File: config.mk
export PLATFORM = sky130hd
export DESIGN_NAME = pipeline_hazard_forwarding_unit_top
export DESIGN_NICKNAME = d
export VERILOG_FILES = /design/src/rtl/phfu_pkg.sv /design/src/rtl/pipeline_hazard_forwarding_unit_top.sv /design/src/rtl/phfu_logic.sv
export SDC_FILE = /design/constraint.sdc
export NUM_CORES = 1
export LEC_CHECK = 0
export BUFFER_PORTS_ARGS = -buffer_cell sky130_fd_sc_hd__clkbuf_2
export CAP_MARGIN = 20
export CORE_ASPECT_RATIO = 1.2
export CORE_UTILIZATION = 50
export DETAILED_ROUTE_END_ITERATION = 7
export PLACE_DENSITY = 0.72
export SETUP_SLACK_MARGIN = 0.4
export SYNTH_ARGS = -nofsm -noshare
export SYNTH_HDL_FRONTEND = slang
export SYNTH_HIERARCHICAL = 1
export SYNTH_SLANG_ARGS = --single-unit
File: constraint.sdc
create_clock -name clk -period 3.7 [get_ports clk]
set_clock_uncertainty 0.05 [all_clocks]
set_input_delay 0.37 -clock clk [delete_from_list [all_inputs] [get_ports clk]]
set_output_delay 0.37 -clock clk [all_outputs]
set_load 0.01 [all_outputs]
File: src/rtl/phfu_pkg.sv
// Package for the pipeline hazard and forwarding unit.
// Holds the instruction class codes and the item and result structs.
// No dependencies.
`timescale 1ns / 1ps

package phfu_pkg;

  localparam int ClassWidth = 4;
  localparam int RegWidth   = 5;

  localparam logic [ClassWidth-1:0] CL_NOP   = 4'd0;
  localparam logic [ClassWidth-1:0] CL_HALT  = 4'd1;
  localparam logic [ClassWidth-1:0] CL_RTYPE = 4'd2;
  localparam logic [ClassWidth-1:0] CL_SHIFT = 4'd3;
  localparam logic [ClassWidth-1:0] CL_LUI   = 4'd4;
  localparam logic [ClassWidth-1:0] CL_STORE = 4'd5;
  localparam logic [ClassWidth-1:0] CL_ITYPE = 4'd6;
  localparam logic [ClassWidth-1:0] CL_BEQ   = 4'd7;
  localparam logic [ClassWidth-1:0] CL_BNE   = 4'd8;
  localparam logic [ClassWidth-1:0] CL_BGTZ  = 4'd9;
  localparam logic [ClassWidth-1:0] CL_J     = 4'd10;
  localparam logic [ClassWidth-1:0] CL_JAL   = 4'd11;
  localparam logic [ClassWidth-1:0] CL_JR    = 4'd12;

  typedef logic [RegWidth-1:0] reg_num_t;

  typedef struct packed {
    logic [ClassWidth-1:0] decode_class;
    reg_num_t              decode_rs;
    reg_num_t              decode_rt;
    logic [ClassWidth-1:0] execute_class;
    reg_num_t              execute_rs;
    reg_num_t              execute_rt;
    logic                  execute_is_load;
    reg_num_t              execute_dest;
    logic                  memory_is_load;
    reg_num_t              memory_dest;
    reg_num_t              writeback_dest;
  } hazard_item_t;

  typedef struct packed {
    logic stall_res;
    logic branch_fwd_rs;
    logic branch_fwd_rt;
    logic alu_fwd_rs;
    logic alu_rs_from_wb;
    logic alu_fwd_rt;
    logic alu_rt_from_wb;
  } hazard_res_t;

  // Codes above the last defined class behave as a nop.
  function automatic logic [ClassWidth-1:0] norm_class(input logic [ClassWidth-1:0] c);
    norm_class = (c > CL_JR) ? CL_NOP : c;
  endfunction

endpackage

File: src/rtl/pipeline_hazard_forwarding_unit_top.sv
// Top level of the pipeline hazard and forwarding unit.
// Input transactions pass through the input register and then the result register.
// Throughput: one transaction per cycle unless stalled; the decision logic between the two
// registers is a handful of 5-bit compares, and in_stall follows out_stall in the same cycle
// when both full. Reset: synchronous active-high rst empties both stages; no other state.
// Depends on phfu_pkg and phfu_logic.
`timescale 1ns / 1ps

module pipeline_hazard_forwarding_unit_top import phfu_pkg::*; (
  input  logic                  clk,
  input  logic                  rst,
  input  logic                  in_valid,
  output logic                  in_stall,
  input  logic [ClassWidth-1:0] decode_class,
  input  logic [RegWidth-1:0]   decode_rs,
  input  logic [RegWidth-1:0]   decode_rt,
  input  logic [ClassWidth-1:0] execute_class,
  input  logic [RegWidth-1:0]   execute_rs,
  input  logic [RegWidth-1:0]   execute_rt,
  input  logic                  execute_is_load,
  input  logic [RegWidth-1:0]   execute_dest,
  input  logic                  memory_is_load,
  input  logic [RegWidth-1:0]   memory_dest,
  input  logic [RegWidth-1:0]   writeback_dest,
  output logic                  out_valid,
  input  logic                  out_stall,
  output logic                  stall_res,
  output logic                  branch_fwd_rs,
  output logic                  branch_fwd_rt,
  output logic                  alu_fwd_rs,
  output logic                  alu_rs_from_wb,
  output logic                  alu_fwd_rt,
  output logic                  alu_rt_from_wb
);

  hazard_item_t item_reg;
  logic         item_valid;
  hazard_res_t  res_next;
  hazard_res_t  res_reg;
  logic         res_advance;
  logic         item_advance;

  assign res_advance  = !out_valid || !out_stall;
  assign item_advance = !item_valid || res_advance;
  assign in_stall     = !item_advance;

  phfu_logic u_logic (
    .item (item_reg),
    .res  (res_next)
  );

  always_ff @(posedge clk) begin
    if (rst) begin
      item_valid <= 1'b0;
    end else if (item_advance) begin
      item_valid <= in_valid;
    end
    if (item_advance && in_valid) begin
      item_reg <= '{decode_class:    decode_class,
                    decode_rs:       decode_rs,
                    decode_rt:       decode_rt,
                    execute_class:   execute_class,
                    execute_rs:      execute_rs,
                    execute_rt:      execute_rt,
                    execute_is_load: execute_is_load,
                    execute_dest:    execute_dest,
                    memory_is_load:  memory_is_load,
                    memory_dest:     memory_dest,
                    writeback_dest:  writeback_dest};
    end
  end

  always_ff @(posedge clk) begin
    if (rst) begin
      out_valid <= 1'b0;
    end else if (res_advance) begin
      out_valid <= item_valid;
    end
    if (res_advance && item_valid) begin
      res_reg <= res_next;
    end
  end

  assign stall_res      = res_reg.stall_res;
  assign branch_fwd_rs  = res_reg.branch_fwd_rs;
  assign branch_fwd_rt  = res_reg.branch_fwd_rt;
  assign alu_fwd_rs     = res_reg.alu_fwd_rs;
  assign alu_rs_from_wb = res_reg.alu_rs_from_wb;
  assign alu_fwd_rt     = res_reg.alu_fwd_rt;
  assign alu_rt_from_wb = res_reg.alu_rt_from_wb;

endmodule

File: src/rtl/phfu_logic.sv
// Combinational hazard detection and forwarding decision for one cycle.
// Depends on phfu_pkg for the class codes and the item and result structs.
`timescale 1ns / 1ps

module phfu_logic import phfu_pkg::*; (
  input  hazard_item_t item,
  output hazard_res_t  res
);

  logic [ClassWidth-1:0] dcl;
  logic [ClassWidth-1:0] ecl;
  logic d_branch, d_idle, d_rd_rs, d_rd_rt, d_exec_rt;
  logic e_rd_rs, e_rd_rt;
  logic mem_fwd_ok, wb_valid;
  logic frs_mem, frt_mem;

  always_comb begin
    dcl = norm_class(item.decode_class);
    ecl = norm_class(item.execute_class);

    d_branch  = (dcl >= CL_BEQ) && (dcl <= CL_JR);
    d_idle    = (dcl == CL_NOP) || (dcl == CL_HALT);
    d_rd_rs   = (dcl == CL_BEQ) || (dcl == CL_BNE) || (dcl == CL_BGTZ) || (dcl == CL_JR);
    d_rd_rt   = (dcl == CL_BEQ) || (dcl == CL_BNE);
    d_exec_rt = (dcl == CL_RTYPE) || (dcl == CL_SHIFT) || (dcl == CL_STORE);

    e_rd_rs = !((ecl == CL_NOP) || (ecl == CL_HALT)) && !((ecl >= CL_BEQ) && (ecl <= CL_JR))
              && (ecl != CL_SHIFT) && (ecl != CL_LUI);
    e_rd_rt = (ecl == CL_RTYPE) || (ecl == CL_SHIFT) || (ecl == CL_STORE);

    mem_fwd_ok = !item.memory_is_load && (item.memory_dest != '0);
    wb_valid   = item.writeback_dest != '0;

    res = '0;

    if (d_branch) begin
      res.branch_fwd_rs = mem_fwd_ok && d_rd_rs && (item.memory_dest == item.decode_rs);
      res.branch_fwd_rt = mem_fwd_ok && d_rd_rt && (item.memory_dest == item.decode_rt);
      res.stall_res =
        ((item.execute_dest != '0) &&
         ((d_rd_rs && (item.execute_dest == item.decode_rs)) ||
          (d_rd_rt && (item.execute_dest == item.decode_rt)))) ||
        (item.memory_is_load && (item.memory_dest != '0) &&
         ((d_rd_rs && (item.memory_dest == item.decode_rs)) ||
          (d_rd_rt && (item.memory_dest == item.decode_rt))));
    end else if (!d_idle) begin
      // Load-use: the loaded value is not ready until after the memory stage.
      res.stall_res = item.execute_is_load && (item.execute_dest != '0) &&
                      ((item.execute_dest == item.decode_rs) ||
                       ((item.execute_dest == item.decode_rt) && d_exec_rt));
    end

    frs_mem = mem_fwd_ok && e_rd_rs && (item.memory_dest == item.execute_rs);
    frt_mem = mem_fwd_ok && e_rd_rt && (item.memory_dest == item.execute_rt);

    res.alu_fwd_rs = frs_mem;
    res.alu_fwd_rt = frt_mem;

    // When MEM/WB matches rs, rt is never taken from MEM/WB in the same cycle.
    if (wb_valid) begin
      if (item.writeback_dest == item.execute_rs) begin
        if (e_rd_rs && !frs_mem) begin
          res.alu_fwd_rs     = 1'b1;
          res.alu_rs_from_wb = 1'b1;
        end
      end else if (item.writeback_dest == item.execute_rt) begin
        if (e_rd_rt && !frt_mem) begin
          res.alu_fwd_rt     = 1'b1;
          res.alu_rt_from_wb = 1'b1;
        end
      end
    end
  end

endmodule
==> impl_results.md, run 1 <==
* Sequential share of power at 59.2%
* Number of CTS-inserted buffers at 5
* Synthesis-to-layout area growth at 20.4%
* Hold-fix buffers, CTS at 0
* Mapped cell area at 2370 sq um
* Most common cell after layout, fill and taps aside: clkbuf_2
* Clk pin slew, worst setup/hold paths at 100 ps
* Largest net degree at the start of global routing at 35
* Port Buffers at 57
* Sequential fraction of the synthesis area at 67.5%
* Avg Synthesized Cell Area at 14.4 sq um
* Critical Path Fanout Max at 7
* Worst EP required at 3700 ps
* Number of synthesis warnings at 6
* Fillers at 367
* Min Tclk post-route at 1720 ps
* 1st-iter DRT viols at 58
* 1st-pass router iterations at 4
* Slew margin rel. at 65.0%
* Critical path class: reg2reg
* Distinct cells, synth at 35
* Die H at 77.4 um
* Final setup vio count at 0
* Top cells by area, synth: edfxtp_1 66%, xor2_1 7.8%, xnor2_1 7.0%
* Worst skew pair latency at 310 ps
* Vias/cell at 4.99
* Max VDD drop at 0.238 mV
* Largest stage delay, worst path at 490 ps
* Worst EP arrival at 1720 ps
* Critical path endpoint category: register
* Sw Share at 22.3%
* Core area at 4560 sq um
* Post-synthesis register bit count at 54
* Antenna Violating Nets Remaining at 0
* Clk sink count at 54
* Maximum Capacitance Violations at 0
* Tcrit/Tclk final at 46.5%
* Overflow after GRT at 0
* Area leader, netlist: edfxtp_1
* Share of layout cells above drive strength 1 at 32.2%
* Remaining routing DRC violations at 0
* Post-Synthesis Cells at 165
* CTS root buf: clkbuf_8
* GRT met3 Usage at 4.71%
* Worst slew pin tran at 520 ps
* Critical-path top delay cell: edfxtp_1
* Placed cell count at 276
* Power density cells at 439 nW/um^2
* Fmax at 0.582 GHz
* Total global-route track usage at 17.2%
* Most frequent cells in the layout: 58 x clkbuf_2, 52 x edfxtp_1, 21 x xor2_1, 19 x xnor2_1, 9 x nand3_1
* Startpoint types: register
* Top Usage Layer GRT: met2
* Nets at 275
* WL/cell at 13.6 um
* DIE WIDTH at 64.9 um
* Post-CTS Setup Inserts at 0
* Max Slew Vio Count at 0
* Yosys top cell area share at 65.9%
* Vias at 1423
* Number of antenna violations at the first check in global routing at 0
* Comb pwr share at 8.5%
* Die ar. at 5020 sq um
* Status: completed
* Placer congestion estimate at 0.790
* CTS resizes at 0
* Dpl hpwl at 2.98 mm
* Fin Setup TNS at 0 ps
* First-pass GRT wire length at 6.38 mm
* Tightest Hold Check Type: in2reg
* Global routing usage on met2 at 28.1%
* Syn nets at 214
* Clock power frac at 32.4%
* Crit-path cells: and4b_1 -> o211ai_1 -> nor4_2 -> o2111ai_1 -> o221ai_1
* Max reg flops at 45
* FP Rows at 27
* Leak at 0.00108 uW
* Ant diodes at 0
* Unrepaired setup endpoints after global routing: no
* Switching Power at 280 uW
* Initial Util at 52.0%
* CTS tree: done
* Fin. Hold Viols at 0
* Fin cells at 285
* Internal at 974 uW
* DRT Wirelength at 3.89 mm
* Clk buf depth at 2
* GR Layer Usage met1 at 21.6%
* Boundary pin count at 58
* Vias in the first global route at 1439
* CTS H-tree lvls at 2
power groups by stage:
| stage | logic, uW | clock network, uW | registers, uW |
|---|---|---|---|
| 2_1_floorplan | 67.3 | 0 | 747 |
| 3_3_place_gp | 101 | 0 | 756 |
| 3_5_place_dp | 107 | 0 | 757 |
| 4_1_cts | 108 | 414 | 743 |
| 5_1_grt | 119 | 434 | 747 |
| 6_report | 106 | 406 | 742 |
logic make-up after synthesis:
logic type,Yosys count,share of synthesized area [%]
flip-flops,54,67.5
XOR/XNOR,40,14.8
buffers and inverters,7,1.32
AND/OR/NAND/NOR,46,11.6
AO/OA/AOI/OAI,18,4.75
worst max-delay path: cells and delay by family (launching register included):
| kind | cells | cell delay, ps |
|---|---|---|
| AOI/OAI and AO/OA | 3 | 570 |
| DFF | 1 | 490 |
| and+or+nand+nor | 2 | 350 |
path summary, 6_finish.rpt:
check / start / depth (start not counted) / to / slack, ps
setup / recovery: item_reg[41]$_DFFE_PP_ / 5 / stall_res$_DFFE_PP_ / 1980
hold / removal: writeback_dest[2] / 1 / item_reg[2]$_DFFE_PP_ / 170
hold reg to reg: out_valid$_SDFFE_PP0P_ / 2 / item_valid$_SDFFE_PP0P_ / 480
setup reg to reg: item_reg[41]$_DFFE_PP_ / 5 / stall_res$_DFFE_PP_ / 1980
cells in the mapped netlist:
master	number
nor3_2	1
o211ai_1	1
o22ai_1	1
or3b_1	1
xnor2_1	19
nor4bb_1	1
or4_1	2
o21ai_0	2
clkbuf_1	1
edfxtp_1	52
buf_2	4
nor4_1	1
a21oi_2	1
nor4b_1	1
nand3b_1	1
o21bai_1	1
a21oi_1	8
o2111ai_1	1
o221ai_1	1
nand3_2	1
and4b_1	1
xor2_1	21
nand4_1	1
nand2b_1	3
nand3_1	9
nor2b_2	1
nor2b_1	4
dfxtp_1	2
a21boi_0	1
nor2_1	5
inv_1	2
a21o_1	1
nor3_1	7
nor4_2	1
nand2_1	5
cell type report:
type / instances / area (sq um) / area share (%)
clock buffers: 5 / 68.8 / 2.41
clock inverters: 3 / 48.8 / 1.71
inverters: 2 / 7.51 / 0.263
multi-input cells: 104 / 746 / 26.1
flip-flops and latches: 54 / 1600 / 56.1
well taps: 58 / 72.6 / 2.54
repair buffers: 59 / 310 / 10.9
routing by layer:
metal  vias to the layer above  routed length [um]
met4                         0                  41
met1                       654                1670
met2                        39                1980
li1                        726                   -
met3                         4                 199
met5                         -                   0
per-stage QoR:
step	hold WS (ps)	area [sq um]	power, uW	worst slack, ps	util, %
CTS	171	2850	1260	1970	62.5
detailed placement	462	2730	864	1950	59.9
global route	160	2860	1300	1830	62.6
finish	175	2860	1250	1980	62.6
floorplan	382	2370	815	781	-
global placement	438	2710	857	1720	59.5
Note: power is estimated with default switching activity, not from simulation.
==> run 2: changes to the inputs <==
--- a/config.mk
+++ b/config.mk
@@ -5,6 +5,7 @@
 export SDC_FILE = /design/constraint.sdc
 export NUM_CORES = 1
 export LEC_CHECK = 0
+export ABC_AREA = 1
 export BUFFER_PORTS_ARGS = -buffer_cell sky130_fd_sc_hd__clkbuf_2
 export CAP_MARGIN = 20
 export CORE_ASPECT_RATIO = 1.2
==> constraint.sdc (replaced) <==
create_clock -name clk -period 1.7 [get_ports clk]
set_clock_uncertainty 0.05 [all_clocks]
set_input_delay 0.17 -clock clk [delete_from_list [all_inputs] [get_ports clk]]
set_output_delay 0.17 -clock clk [all_outputs]
set_load 0.01 [all_outputs]
==> run 2 against run 1 <==
- core utilization increased by 12 points
- non-clock buffer count rose by 56
- largest power group unchanged
- via count rose by 38%
- flip-flop and latch count unchanged
- critical path depth is 3 higher
- combinational power rose to 3.8 times the previous value
- clock power rose by 140%
- sequential share of layout area shrank 12 points
==> impl_results.md, run 2 <==
* Reg-to-reg endpoint: alu_fwd_rt$_DFFE_PP_ (was stall_res$_DFFE_PP_)
* Clk sink count at 54 (unchanged)
* Status: completed (unchanged)
* Yosys top cell area share at 61.6% (was 65.9%)
* Sw Share at 21.2% (was 22.3%)
* Global routing usage on met2 at 36.5% (was 28.1%)
* 1st-iter DRT viols at 123 (was 58)
* Power density cells at 813 nW/um^2 (was 439 nW/um^2)
* Most common cell after layout, fill and taps aside: clkbuf_2 (unchanged)
* Unrepaired setup endpoints after global routing: yes (was no)
* First-pass GRT wire length at 8.00 mm (was 6.38 mm)
* Slew margin rel. at 82.0% (was 65.0%)
* GR Layer Usage met1 at 24.6% (was 21.6%)
* 1st-pass router iterations at 4 (unchanged)
* CTS H-tree lvls at 2 (unchanged)
* Largest net degree at the start of global routing at 46 (was 35)
* Ys flop type: edfxtp_1 (unchanged)
* Fin Setup TNS at 0 ps (unchanged)
* Post-Synthesis Cells at 238 (was 165)
* Clk pin slew, worst setup/hold paths at 90 ps (was 100 ps)
* Avg Synthesized Cell Area at 10.6 sq um (was 14.4 sq um)
* Distinct cells, synth at 26 (was 35)
* Max Slew Vio Count at 0 (unchanged)
* Max VDD drop at 0.620 mV (was 0.238 mV)
* CP most frequent cell: nand2_1
* Share of layout cells above drive strength 1 at 29.6% (was 32.2%)
* GRT met3 Usage at 3.71% (was 4.71%)
* Remaining routing DRC violations at 0 (unchanged)
* Post-synthesis register bit count at 54 (unchanged)
* DRT Wirelength at 5.13 mm (was 3.89 mm)
* Most frequent cells in the layout: 57 x clkbuf_2, 52 x edfxtp_1, 51 x nand2_1, 46 x dlygate4sd3_1, 27 x inv_1 (was 58 x clkbuf_2, 52 x edfxtp_1, 21 x xor2_1, 19 x xnor2_1, 9 x nand3_1)
* Antenna Violating Nets Remaining at 0 (unchanged)
* FP Rows at 28 (was 27)
* Dpl hpwl at 3.10 mm (was 2.98 mm)
* Vias/cell at 4.70 (was 4.99)
* R2R setup slack at 240 ps (was 1980 ps)
* Worst skew pair latency at 300 ps (was 310 ps)
* Sequential share of power at 53.9% (was 59.2%)
* Leak at 0.00163 uW (was 0.00108 uW)
* Fillers at 341 (was 367)
* Die ar. at 5360 sq um (was 5020 sq um)
* Hold_sp: in_valid (was writeback_dest[2])
* Critical-path top delay cell: edfxtp_1 (unchanged)
* Core area at 4900 sq um (was 4560 sq um)
* Fmax at 0.685 GHz (was 0.582 GHz)
* Most frequent cells after synthesis: 55 x nand2_1, 52 x edfxtp_1, 28 x inv_1, 24 x nor2_1, 20 x xnor2_1 (was 52 x edfxtp_1, 21 x xor2_1, 19 x xnor2_1, 9 x nand3_1, 8 x a21oi_1)
* WL/cell at 12.3 um (was 13.6 um)
* Mapped cell area at 2530 sq um (was 2370 sq um)
* Worst reg2reg path depth at 8 (was 5)
* Worst EP arrival at 1480 ps (was 1720 ps)
* Critical path endpoint category: register (unchanged)
* Overflow after GRT at 0 (unchanged)
* Total global-route track usage at 20.3% (was 17.2%)
* Clock power frac at 32.7% (was 32.4%)
* Top Usage Layer GRT: met2 (unchanged)
* Number of CTS-inserted buffers at 5 (unchanged)
* Comb pwr share at 13.4% (was 8.5%)
* Number of antenna violations at the first check in global routing at 0 (unchanged)
* Number of synthesis warnings at 6 (unchanged)
* Vias in the first global route at 1880 (was 1439)
* Maximum Capacitance Violations at 0 (unchanged)
* Max reg flops at 45 (unchanged)
* CTS tree: done (unchanged)
* Crit path from: item_reg[9]$_DFFE_PP_ (was item_reg[41]$_DFFE_PP_)
* Clk buf depth at 2 (unchanged)
* Nets at 406 (was 275)
* Asr flop ratio synth at 0% (unchanged)
* Worst slew pin tran at 270 ps (was 520 ps)
* Cell count along the critical path at 8 (was 5)
* Min Tclk post-route at 1460 ps (was 1720 ps)
* Boundary pin count at 58 (unchanged)
* Cell with the most instances after synthesis: nand2_1 (was edfxtp_1)
* Tightest Hold Check Type: in2reg (unchanged)
* Ant diodes at 0 (unchanged)
* Buf/Inv on CP at 2 (was 0)
* Die H at 80.0 um (was 77.4 um)
* Fin. Hold Viols at 0 (unchanged)
* Placer congestion estimate at 0.819 (was 0.790)
* DIE WIDTH at 67.0 um (was 64.9 um)
* Critical path class: reg2reg (unchanged)
* Area leader, netlist: edfxtp_1 (unchanged)
* Syn nets at 287 (was 214)
* Cell area after layout at 3670 sq um (was 2860 sq um)
* Sequential fraction of the synthesis area at 63.2% (was 67.5%)
* Critical Path Fanout Max at 4 (was 7)
* Post-synth EDFFs at 52 (unchanged)
* Initial Util at 51.7% (was 52.0%)
* Final setup vio count at 0 (unchanged)
* Internal at 2350 uW (was 974 uW)
* Synthesis-to-layout area growth at 44.7% (was 20.4%)
* Vias at 1965 (was 1423)
* Dpl cell area at 2920 sq um (was 2730 sq um)
* CTS root buf: clkbuf_8 (unchanged)
* Tcrit/Tclk final at 85.9% (was 46.5%)
* Largest stage delay, worst path at 480 ps (was 490 ps)
* Switching Power at 633 uW (was 280 uW)
* CP Capture Point: alu_fwd_rt$_DFFE_PP_ (was stall_res$_DFFE_PP_)
* Port Buffers at 57 (unchanged)
* Crit-path cells: nor2_1 -> nand4_1 -> nand2_1 -> clkinv_2 -> nand2_2 -> nor3_4 -> inv_1 -> nand2_1 (was and4b_1 -> o211ai_1 -> nor4_2 -> o2111ai_1 -> o221ai_1)
* Crit-path leading delay family: simple AND/OR/NAND/NOR gates (was compound AO/OA/AOI/OAI gates)
* Worst EP required at 1720 ps (was 3700 ps)
* R2R Path Start: item_reg[9]$_DFFE_PP_ (was item_reg[41]$_DFFE_PP_)
* Startpoint types: register (unchanged)
* Top cells by area, synth: edfxtp_1 62%, nand2_1 8.1%, xnor2_1 6.9% (was edfxtp_1 66%, xor2_1 7.8%, xnor2_1 7.0%)
## run 2: cell types whose count changed after synthesis, moves of 3 or more
| cell | previous run | this run |
|---|---|---|
| nor2_1 | 5 | 24 |
| nand2_1 | 5 | 55 |
| nor2b_1 | 4 | 0 |
| xor2_1 | 21 | 8 |
| nand3_1 | 9 | 13 |
| nor3_1 | 7 | 3 |
| nand2b_1 | 3 | 0 |
| nand4_1 | 1 | 6 |
| inv_1 | 2 | 28 |
| buf_2 | 4 | 1 |
| inv_2 | 0 | 3 |
## run 2: timing repair
item	CTS	global route
buffers inserted	6	4
hold buffers	46	0
setup endpoints to repair	7	7
pin swaps	7	16
gates resized for setup	2	14
endpoints found under the hold margin	47	0
## run 2: cells by family (layout without fill, tap and decap cells)
| group | count (synthesis) | in the layout | synth area share, % |
|---|---|---|---|
| buffers and inverters | 35 | 155 | 5.58 |
| AND/OR/NAND/NOR | 111 | 111 | 19.3 |
| AO/OA/AOI/OAI | 10 | 10 | 2.22 |
| XOR/XNOR | 28 | 28 | 9.68 |
| flip-flops | 54 | 54 | 63.2 |
## run 2: how the worst min path moves through the flow
stage	end	slack [ps]	cells after the start
CTS	item_valid$_SDFFE_PP0P_	60	3
global route	item_valid$_SDFFE_PP0P_	80	3
floorplan	out_valid$_SDFFE_PP0P_	180	1
detailed placement	item_reg[18]$_DFFE_PP_	300	1
global placement	item_reg[28]$_DFFE_PP_	300	1
finish	item_valid$_SDFFE_PP0P_	60	3
## run 2: power groups by stage
stage / registers [uW] / clock network, uW / logic, uW
global route: 1620 / 1050 / 439
detailed placement: 1640 / 0 / 267
floorplan: 1620 / 0 / 180
global placement: 1640 / 0 / 263
finish: 1610 / 974 / 399
CTS: 1600 / 995 / 369
## run 2: through the flow
stage / instances / util (%) / hold WS (ps) / setup slack [ps] / total power, uW
finish: 418 / 74.7 / 62.8 / 240 / 2980
global route: 418 / 74.7 / 84.1 / 145 / 3100
CTS: 414 / 72.8 / 62.2 / 259 / 2970
detailed placement: 354 / 59.6 / 299 / 242 / 1910
global placement: 354 / 59.6 / 297 / 252 / 1900
floorplan: 238 / - / 179 / 97.8 / 1800
## run 2: cell type report
type / instances / area [sq um] / area share [%]
multi-input combinational: 149 / 872 / 23.8
tap: 60 / 75.1 / 2.05
inverter: 32 / 125 / 3.41
sequential: 54 / 1610 / 43.8
timing repair buffer: 115 / 856 / 23.3
clock inverter: 3 / 63.8 / 1.74
clock buffer: 5 / 68.8 / 1.88
## run 2: worst register-to-register path, delay by kind of cell, from the launching register on
kind                   cells  cell delay, ps
and+or+nand+nor            6             550
DFF                        1             480
buffers and inverters      2             140
## run 2: routing by layer
layer | vias up | routed length [um]
met5 | - | 0
met4 | 0 | 21
met3 | 2 | 233
met2 | 68 | 2770
met1 | 884 | 2110
li1 | 1011 | -
